--- config.mk ---
export PLATFORM = sky130hd
export DESIGN_NAME = argb_pixel_blend_unit
export DESIGN_NICKNAME = d
export VERILOG_FILES = /design/src/design/apbu_pkg.sv /design/src/design/apbu_mul.sv /design/src/design/apbu_div.sv /design/src/design/apbu_mix.sv /design/src/design/apbu_fin.sv /design/src/design/argb_pixel_blend_unit.sv
export SDC_FILE = /design/constraint.sdc
export NUM_CORES = 2
export LEC_CHECK = 0
export ABC_AREA = 1
export BUFFER_PORTS_ARGS = -buffer_cell sky130_fd_sc_hd__buf_2
export CORE_ASPECT_RATIO = 0.7
export CORE_MARGIN = 3
export CORE_UTILIZATION = 45
export DETAILED_ROUTE_END_ITERATION = 16
export PLACE_DENSITY = 0.69
export SLEW_MARGIN = 5
export SYNTH_ARGS = -nofsm -noshare
export SYNTH_HDL_FRONTEND = slang
export SYNTH_SLANG_ARGS = --single-unit
--- constraint.sdc ---
create_clock -name clk_i -period 14.48 [get_ports clk_i]
set_clock_uncertainty 0.1 [all_clocks]
set_input_delay 2.172 -clock clk_i [delete_from_list [all_inputs] [get_ports clk_i]]
set_output_delay 2.172 -clock clk_i [all_outputs]
set_load 0.01 [all_outputs]
--- src/design/apbu_pkg.sv ---
// Types, codes and helpers shared by the ARGB blend pipeline.
// No dependencies.
`default_nettype none

package apbu_pkg;

  typedef enum logic [1:0] {
    MODE_FILL = 2'd0,
    MODE_XRGB = 2'd1,
    MODE_OVER = 2'd2,
    MODE_NONE = 2'd3
  } blend_mode_e;

  localparam logic [1:0] REG_BLEND_MODE  = 2'd0;
  localparam logic [1:0] REG_BLEND_ALPHA = 2'd1;
  localparam logic [1:0] REG_FILL_COLOR  = 2'd2;

  localparam logic [7:0] CH_MAX = 8'hFF;

  typedef struct packed {
    logic [31:0] src_pixel;
    logic [31:0] dst_pixel;
  } in_t;

  typedef struct packed {
    logic        write_enable;
    logic [31:0] out_pixel;
  } out_t;

  typedef struct packed {
    blend_mode_e blend_mode;
    logic [7:0]  blend_alpha;
    logic [31:0] fill_color;
  } cfg_t;

  // products
  typedef struct packed {
    logic             we;
    blend_mode_e      mode;
    logic             pass;
    logic [31:0]      direct;
    logic [31:0]      dst;
    logic [3:0][15:0] prod_a;
    logic [3:0][15:0] prod_b;
    logic [15:0]      prod_t;
  } s1_t;

  // sums and first quotients
  typedef struct packed {
    logic             we;
    blend_mode_e      mode;
    logic             pass;
    logic [31:0]      direct;
    logic [31:0]      dst;
    logic [3:0][15:0] lerp_sum;
    logic [3:0][7:0]  sa_div;
    logic [7:0]       inv_t;
  } s2_t;

  // lerp result and destination products
  typedef struct packed {
    logic             we;
    blend_mode_e      mode;
    logic             pass;
    logic [31:0]      direct;
    logic [3:0][7:0]  lerp_q;
    logic [3:0][7:0]  sa_div;
    logic [3:0][15:0] dinv;
  } s3_t;

  // floor(x/255), exact for x <= 65279
  function automatic logic [7:0] div255(input logic [15:0] x);
    logic [16:0] sum;
    sum = {1'b0, x} + {9'd0, x[15:8]} + 17'd1;
    return sum[15:8];
  endfunction

endpackage

`default_nettype wire

--- src/design/apbu_mul.sv ---
// Stage 1: channel products against alpha and its complement.
// Uses apbu_pkg.
`default_nettype none

module apbu_mul (
  input  wire logic          clk_i,
  input  wire logic          rst_ni,
  input  wire apbu_pkg::cfg_t cfg_i,
  input  wire logic          valid_i,
  output logic               stall_o,
  input  wire apbu_pkg::in_t data_i,
  output logic               valid_o,
  input  wire logic          stall_i,
  output apbu_pkg::s1_t      data_o
);

  logic          valid_q;
  apbu_pkg::s1_t data_q, data_d;
  logic [7:0]    a, inv_a;
  logic [31:0]   c;

  always_comb begin
    a     = cfg_i.blend_alpha;
    inv_a = apbu_pkg::CH_MAX - a;
    c     = (cfg_i.blend_mode == apbu_pkg::MODE_FILL) ? cfg_i.fill_color
                                                      : data_i.src_pixel;
    data_d.we     = (a != 8'd0) && (cfg_i.blend_mode != apbu_pkg::MODE_NONE);
    data_d.mode   = cfg_i.blend_mode;
    data_d.pass   = (a == apbu_pkg::CH_MAX) && (cfg_i.blend_mode != apbu_pkg::MODE_OVER);
    data_d.direct = (cfg_i.blend_mode == apbu_pkg::MODE_FILL) ? cfg_i.fill_color
                    : {apbu_pkg::CH_MAX, data_i.src_pixel[23:0]};
    data_d.dst    = data_i.dst_pixel;
    for (int k = 0; k < 4; k++) begin
      data_d.prod_a[k] = c[8*k +: 8] * a;
      data_d.prod_b[k] = data_i.dst_pixel[8*k +: 8] * inv_a;
    end
    data_d.prod_t = data_i.src_pixel[31:24] * a;
  end

  assign stall_o = valid_q && stall_i;

  always_ff @(posedge clk_i or negedge rst_ni) begin
    if (!rst_ni) begin
      valid_q <= 1'b0;
    end else if (!stall_o) begin
      valid_q <= valid_i;
    end
  end

  always_ff @(posedge clk_i) begin
    if (!stall_o && valid_i) begin
      data_q <= data_d;
    end
  end

  assign valid_o = valid_q;
  assign data_o  = data_q;

endmodule

`default_nettype wire

--- src/design/apbu_div.sv ---
// Stage 2: lerp sums, source quotients and inverse coverage.
// Uses apbu_pkg.
`default_nettype none

module apbu_div (
  input  wire logic          clk_i,
  input  wire logic          rst_ni,
  input  wire logic          valid_i,
  output logic               stall_o,
  input  wire apbu_pkg::s1_t data_i,
  output logic               valid_o,
  input  wire logic          stall_i,
  output apbu_pkg::s2_t      data_o
);

  logic          valid_q;
  apbu_pkg::s2_t data_q, data_d;

  always_comb begin
    data_d.we     = data_i.we;
    data_d.mode   = data_i.mode;
    data_d.pass   = data_i.pass;
    data_d.direct = data_i.direct;
    data_d.dst    = data_i.dst;
    for (int k = 0; k < 4; k++) begin
      data_d.lerp_sum[k] = data_i.prod_a[k] + data_i.prod_b[k];
      data_d.sa_div[k]   = apbu_pkg::div255(data_i.prod_a[k]);
    end
    data_d.inv_t = apbu_pkg::CH_MAX - apbu_pkg::div255(data_i.prod_t);
  end

  assign stall_o = valid_q && stall_i;

  always_ff @(posedge clk_i or negedge rst_ni) begin
    if (!rst_ni) begin
      valid_q <= 1'b0;
    end else if (!stall_o) begin
      valid_q <= valid_i;
    end
  end

  always_ff @(posedge clk_i) begin
    if (!stall_o && valid_i) begin
      data_q <= data_d;
    end
  end

  assign valid_o = valid_q;
  assign data_o  = data_q;

endmodule

`default_nettype wire

--- src/design/apbu_mix.sv ---
// Stage 3: lerp quotients and destination times inverse coverage.
// Uses apbu_pkg.
`default_nettype none

module apbu_mix (
  input  wire logic          clk_i,
  input  wire logic          rst_ni,
  input  wire logic          valid_i,
  output logic               stall_o,
  input  wire apbu_pkg::s2_t data_i,
  output logic               valid_o,
  input  wire logic          stall_i,
  output apbu_pkg::s3_t      data_o
);

  logic          valid_q;
  apbu_pkg::s3_t data_q, data_d;

  always_comb begin
    data_d.we     = data_i.we;
    data_d.mode   = data_i.mode;
    data_d.pass   = data_i.pass;
    data_d.direct = data_i.direct;
    data_d.sa_div = data_i.sa_div;
    for (int k = 0; k < 4; k++) begin
      data_d.lerp_q[k] = apbu_pkg::div255(data_i.lerp_sum[k]);
      data_d.dinv[k]   = data_i.dst[8*k +: 8] * data_i.inv_t;
    end
  end

  assign stall_o = valid_q && stall_i;

  always_ff @(posedge clk_i or negedge rst_ni) begin
    if (!rst_ni) begin
      valid_q <= 1'b0;
    end else if (!stall_o) begin
      valid_q <= valid_i;
    end
  end

  always_ff @(posedge clk_i) begin
    if (!stall_o && valid_i) begin
      data_q <= data_d;
    end
  end

  assign valid_o = valid_q;
  assign data_o  = data_q;

endmodule

`default_nettype wire

--- src/design/apbu_fin.sv ---
// Stage 4: src-over sum with saturation, result select, output register.
// Uses apbu_pkg.
`default_nettype none

module apbu_fin (
  input  wire logic          clk_i,
  input  wire logic          rst_ni,
  input  wire logic          valid_i,
  output logic               stall_o,
  input  wire apbu_pkg::s3_t data_i,
  output logic               valid_o,
  input  wire logic          stall_i,
  output apbu_pkg::out_t     data_o
);

  logic           valid_q;
  apbu_pkg::out_t data_q, data_d;
  logic [31:0]    over_px;
  logic [8:0]     sum;

  always_comb begin
    over_px = '0;
    for (int k = 0; k < 4; k++) begin
      sum = {1'b0, data_i.sa_div[k]} + {1'b0, apbu_pkg::div255(data_i.dinv[k])};
      over_px[8*k +: 8] = sum[8] ? apbu_pkg::CH_MAX : sum[7:0];
    end
    data_d.write_enable = data_i.we;
    if (!data_i.we) begin
      data_d.out_pixel = '0;
    end else if (data_i.pass) begin
      data_d.out_pixel = data_i.direct;
    end else begin
      case (data_i.mode)
        apbu_pkg::MODE_FILL: data_d.out_pixel = data_i.lerp_q;
        apbu_pkg::MODE_XRGB: data_d.out_pixel = {apbu_pkg::CH_MAX, data_i.lerp_q[2:0]};
        apbu_pkg::MODE_OVER: data_d.out_pixel = over_px;
        default:             data_d.out_pixel = '0;
      endcase
    end
  end

  assign stall_o = valid_q && stall_i;

  always_ff @(posedge clk_i or negedge rst_ni) begin
    if (!rst_ni) begin
      valid_q <= 1'b0;
    end else if (!stall_o) begin
      valid_q <= valid_i;
    end
  end

  always_ff @(posedge clk_i) begin
    if (!stall_o && valid_i) begin
      data_q <= data_d;
    end
  end

  assign valid_o = valid_q;
  assign data_o  = data_q;

endmodule

`default_nettype wire

--- src/design/argb_pixel_blend_unit.sv ---
// ARGB8888 pixel blender: fill lerp, opaque XRGB source, premultiplied src-over.
// Top level; uses apbu_pkg, apbu_mul, apbu_div, apbu_mix, apbu_fin.
//
// Input channel: in_valid_i / in_stall_o carry a source and destination pixel.
// A transfer takes place on a clock edge with valid high and stall low.
// Output channel: out_valid_o / out_stall_i carry the write flag and the
// blended pixel, exactly one result per input transfer, in order.
// Configuration: cfg_we_i writes cfg_wdata_i into register cfg_index_i
// (0 mode, 1 alpha, 2 fill color); write only while the pipeline is empty.
// An input transfer passes through four register stages (products, quotients,
// second products, final sum) to out_valid_o; throughput is one pixel per
// cycle while out_stall_i is low, each stage taking a new pixel every cycle.
// Reset clears all valid bits and loads mode 0, alpha 255, fill color 0.
// When the receiver stalls, the output holds and stall propagates back one
// stage per full register; empty stages keep filling, so nothing is lost.
`default_nettype none

module argb_pixel_blend_unit (
  input  wire logic           clk_i,
  input  wire logic           rst_ni,
  input  wire logic           cfg_we_i,
  input  wire logic [1:0]     cfg_index_i,
  input  wire logic [31:0]    cfg_wdata_i,
  input  wire logic           in_valid_i,
  output logic                in_stall_o,
  input  wire apbu_pkg::in_t  in_data_i,
  output logic                out_valid_o,
  input  wire logic           out_stall_i,
  output apbu_pkg::out_t      out_data_o
);

  apbu_pkg::cfg_t cfg_q;
  logic           v1, v2, v3;
  logic           st1, st2, st3;
  apbu_pkg::s1_t  d1;
  apbu_pkg::s2_t  d2;
  apbu_pkg::s3_t  d3;

  always_ff @(posedge clk_i or negedge rst_ni) begin
    if (!rst_ni) begin
      cfg_q.blend_mode  <= apbu_pkg::MODE_FILL;
      cfg_q.blend_alpha <= apbu_pkg::CH_MAX;
      cfg_q.fill_color  <= '0;
    end else if (cfg_we_i) begin
      case (cfg_index_i)
        apbu_pkg::REG_BLEND_MODE:  cfg_q.blend_mode  <= apbu_pkg::blend_mode_e'(cfg_wdata_i[1:0]);
        apbu_pkg::REG_BLEND_ALPHA: cfg_q.blend_alpha <= cfg_wdata_i[7:0];
        apbu_pkg::REG_FILL_COLOR:  cfg_q.fill_color  <= cfg_wdata_i;
        default: ;
      endcase
    end
  end

  apbu_mul u_mul (
    .clk_i   (clk_i),
    .rst_ni  (rst_ni),
    .cfg_i   (cfg_q),
    .valid_i (in_valid_i),
    .stall_o (in_stall_o),
    .data_i  (in_data_i),
    .valid_o (v1),
    .stall_i (st1),
    .data_o  (d1)
  );

  apbu_div u_div (
    .clk_i   (clk_i),
    .rst_ni  (rst_ni),
    .valid_i (v1),
    .stall_o (st1),
    .data_i  (d1),
    .valid_o (v2),
    .stall_i (st2),
    .data_o  (d2)
  );

  apbu_mix u_mix (
    .clk_i   (clk_i),
    .rst_ni  (rst_ni),
    .valid_i (v2),
    .stall_o (st2),
    .data_i  (d2),
    .valid_o (v3),
    .stall_i (st3),
    .data_o  (d3)
  );

  apbu_fin u_fin (
    .clk_i   (clk_i),
    .rst_ni  (rst_ni),
    .valid_i (v3),
    .stall_o (st3),
    .data_i  (d3),
    .valid_o (out_valid_o),
    .stall_i (out_stall_i),
    .data_o  (out_data_o)
  );

endmodule

`default_nettype wire

==> out/metrics.yaml <==
timing:
  worstMarginPinSlew_ns: 1.16
  tns_ns: 0
  post-route-period-util: 0.427
  timing.hold.ws_ns: 0.310
  drv_slew: 0
  maxSlewHeadroom: 0.225
  hold_viol: 0
  finalSetupViolCount: 0
  max_clock_freq_mhz: 162
  setup_ws_ns: 8.29
  grt_setup_unrepaired: "false"
  fin_crit_ns: 6.19
yosys:
  syn_inst: 6650
  synth_xor_area_frac: 0.0355
  synthDominantCellAreaShare: 0.299
  async_flop_share: 0.0734
  yosysTopAreaCell: "edfxtp_1"
  synth_edf_count: 581
  synth_flop_cell: "edfxtp_1"
  ys_seq_area_frac: 0.319
  synth_top_family_by_area: "adder cells"
  synth_top_cells_by_count: "nand2_1, inv_1, nor2_1, ha_1, edfxtp_1"
  synth_most_common_cell: "nand2_1"
  syn-mean-instance-area_sq_um: 8.78
  ys_seq_elements: 627
  syn_nets: 7880
  synth.area.top_cells: "edfxtp_1, fa_1, ha_1, nand2_1, inv_1"
  synth_compound_area_frac: 0.0661
  synth_cell_types: 59
  netlist_area_sq_mm: 0.0584
  synthAdderAreaFrac: 0.303
  synth-simple-area-share: 0.173
  yosysWarnings: 0
  synth.area.mux_share: 0.00463
routing:
  first_pass_iters: 6
  drtAntennaViolNets: 0
  wl_per_cell_um: 17.9
  post_drt_via_cell_ratio: 5.23
  drc_errors: 0
  via_count: 44557
  drt_iter0_drc: 4271
  drt-total-wl_um: 152000
clocking:
  htree_num_levels: 3
  cts_buffers: 69
  clockRootBuffer: "clkbuf_16"
  cts_hold_buf: 0
  clk_latency_ns: 0.68
  postCtsSetupBuffers: 0
  cts_resized: 0
  clk_pin_slew_worst_paths_ns: 0.06
  cts_num_sinks: 627
  clock_path_buffers: 3
  cts_tree: "yes"
worst_setup_path:
  crit_slowest_cell: "buf_4"
  arrival_ns: 6.49
  path_common_cell: "inv_1"
  critPathLaunchType: "register"
  reg2reg_depth: 22
  critPathMaxFanout: 49
  crit_path_cell_trace: "nor2_4, buf_4, inv_1, nor2_1, inv_1, o21ai_4, inv_1, nand2_1, fa_1, fa_1, inv_1, fa_1, inv_1, fa_1, inv_1, ha_1, a21oi_1, o21a_1, nand2_1, nand2_1, nand2_1, xor2_1"
  worstReg2RegEnd: "u_mul.data_o[140]$_DFFE_PP_"
  critPathRequiredTime_ns: 14.78
  end_kind: "register"
  r2r-start: "cfg_q[41]$_DFFE_PN0P_"
  worstSetupPathType: "reg2reg"
  r2r_slack_ns: 8.29
  cpPeakStageDelay_ns: 0.69
floorplanning:
  coreArea_sq_mm: 0.128
  rows: 109
  io_pins: 138
  initial_core_util: 0.458
  fp.dieH_um: 307
  dieArea_sq_mm: 0.134
  die_w_um: 436
worst_hold_path:
  holdCritPathClass: "reg2reg"
  hold_end: "u_div.data_o[140]$_DFFE_PP_"
  hp-start: "u_mul.data_o[180]$_DFFE_PP_"
  hold_path_depth: 0
placed_design:
  place.gp.congestion: 0.951
  post-place-ws_ns: 8.21
  port_buffers: 137
  dp_hpwl_um: 119000
final_layout:
  nNetsFinal: 7972
  area_delta_synth_final_pct: 8.03
  layout-drive-gt1-share: 0.0639
  n_fill_cell: 11910
grt:
  grt_pass1_vias: 42843
  grt_max_degree: 86
  grt-ovfl-total: 0
  grt_pass1_wl_um: 241000
  antenna_found_initial: 18
  track_usage: 0.228
run:
  cap_violations: 0
status:
  status: "finished clean"
-- critical path: cells and delay by family, from the launching register on --
kind | cells | cell delay, ns
AOI/OAI and AO/OA | 3 | 0.44
DFF | 1 | 0.52
buffers and inverters | 7 | 1.40
adders and majority gates | 5 | 2.25
and+or+nand+nor | 6 | 1.05
xor gates and xnor gates | 1 | 0.14
-- per-stage QoR --
stage                      util  std cells  area [sq um]
after floorplan               -       6650         58400
after global placement    0.477       8391         60800
after detailed placement  0.477       8391         60800
after CTS                 0.494       8515         63000
after global routing      0.494       8518         63000
final                     0.494       8521         63000
-- logic make-up after synthesis --
logic type	after synthesis
and+or+nand+nor	2485
buffers and inverters	1497
adders and majority gates	1127
AOI/OAI and AO/OA	655
DFF	627
xor gates and xnor gates	235
muxes	24
-- cell usage in the layout (no fill, tap or decap), types with 24 or more instances in the layout --
| cell | Yosys | final |
|---|---|---|
| edfxtp_1 | 581 | 581 |
| a21o_1 | 27 | 27 |
| nand4_1 | 52 | 52 |
| nor2_1 | 691 | 689 |
| nand2_1 | 1368 | 1368 |
| nor3_1 | 35 | 35 |
| buf_2 | 17 | 137 |
| dfrtp_1 | 38 | 38 |
| fa_1 | 476 | 476 |
| nand3_1 | 240 | 240 |
| inv_1 | 1311 | 1310 |
| ha_1 | 651 | 651 |
| a21oi_1 | 342 | 341 |
| xnor2_1 | 79 | 79 |
| o21bai_1 | 27 | 27 |
| nor2_2 | 33 | 33 |
| buf_4 | 3 | 38 |
| mux2_2 | 24 | 24 |
| xor2_1 | 154 | 154 |
| clkbuf_16 | 0 | 70 |
| o21ai_0 | 145 | 145 |
-- registers in the layout, indices dropped and copies added, names as in the netlist, 33 cells and up --
signal,flops
u_div.data_o,172
u_mix.data_o,164
u_mul.data_o,212
u_fin.data_o,33
cfg_q,42
-- worst max-delay path by stage --
stage                               start                     endpoint  slack (ns)  cells after the start
CTS                 cfg_q[41]$_DFFE_PN0P_  u_mul.data_o[140]$_DFFE_PP_        8.30                     22
global placement            in_data_i[36]   u_mul.data_o[93]$_DFFE_PP_        8.18                     17
floorplan                     out_stall_i    u_mul.data_o[0]$_DFFE_PP_        2.26                      7
detailed placement          in_data_i[60]  u_mul.data_o[140]$_DFFE_PP_        8.21                     18
global route        cfg_q[41]$_DFFE_PN0P_  u_mul.data_o[140]$_DFFE_PP_        7.96                     22
finish              cfg_q[41]$_DFFE_PN0P_  u_mul.data_o[140]$_DFFE_PP_        8.29                     22
-- per-layer routing --
layer	wire length [um]	track usage	up-vias
met5	0	0	-
met4	2990	0.0467	0
met3	16800	0.0553	162
met2	58400	0.308	1836
met1	74300	0.365	21342
li1	-	-	21217
-- final cells by class --
class	instances	area [sq um]	share of cell area
Clock inverter	42	400	0.00635
Inverter	1343	5060	0.0802
Sequential cell	627	18600	0.295
Tap cell	1720	2150	0.0341
Timing Repair Buffer	175	971	0.0154
Antenna cell	6	15.0	0.000238
Multi-Input combinational cell	4526	34000	0.540
Clock buffer	82	1820	0.0288
Power is left out: the tool's default activity adds up to more than one toggle a clock period on the data nets, which glitch-free logic cannot reach.
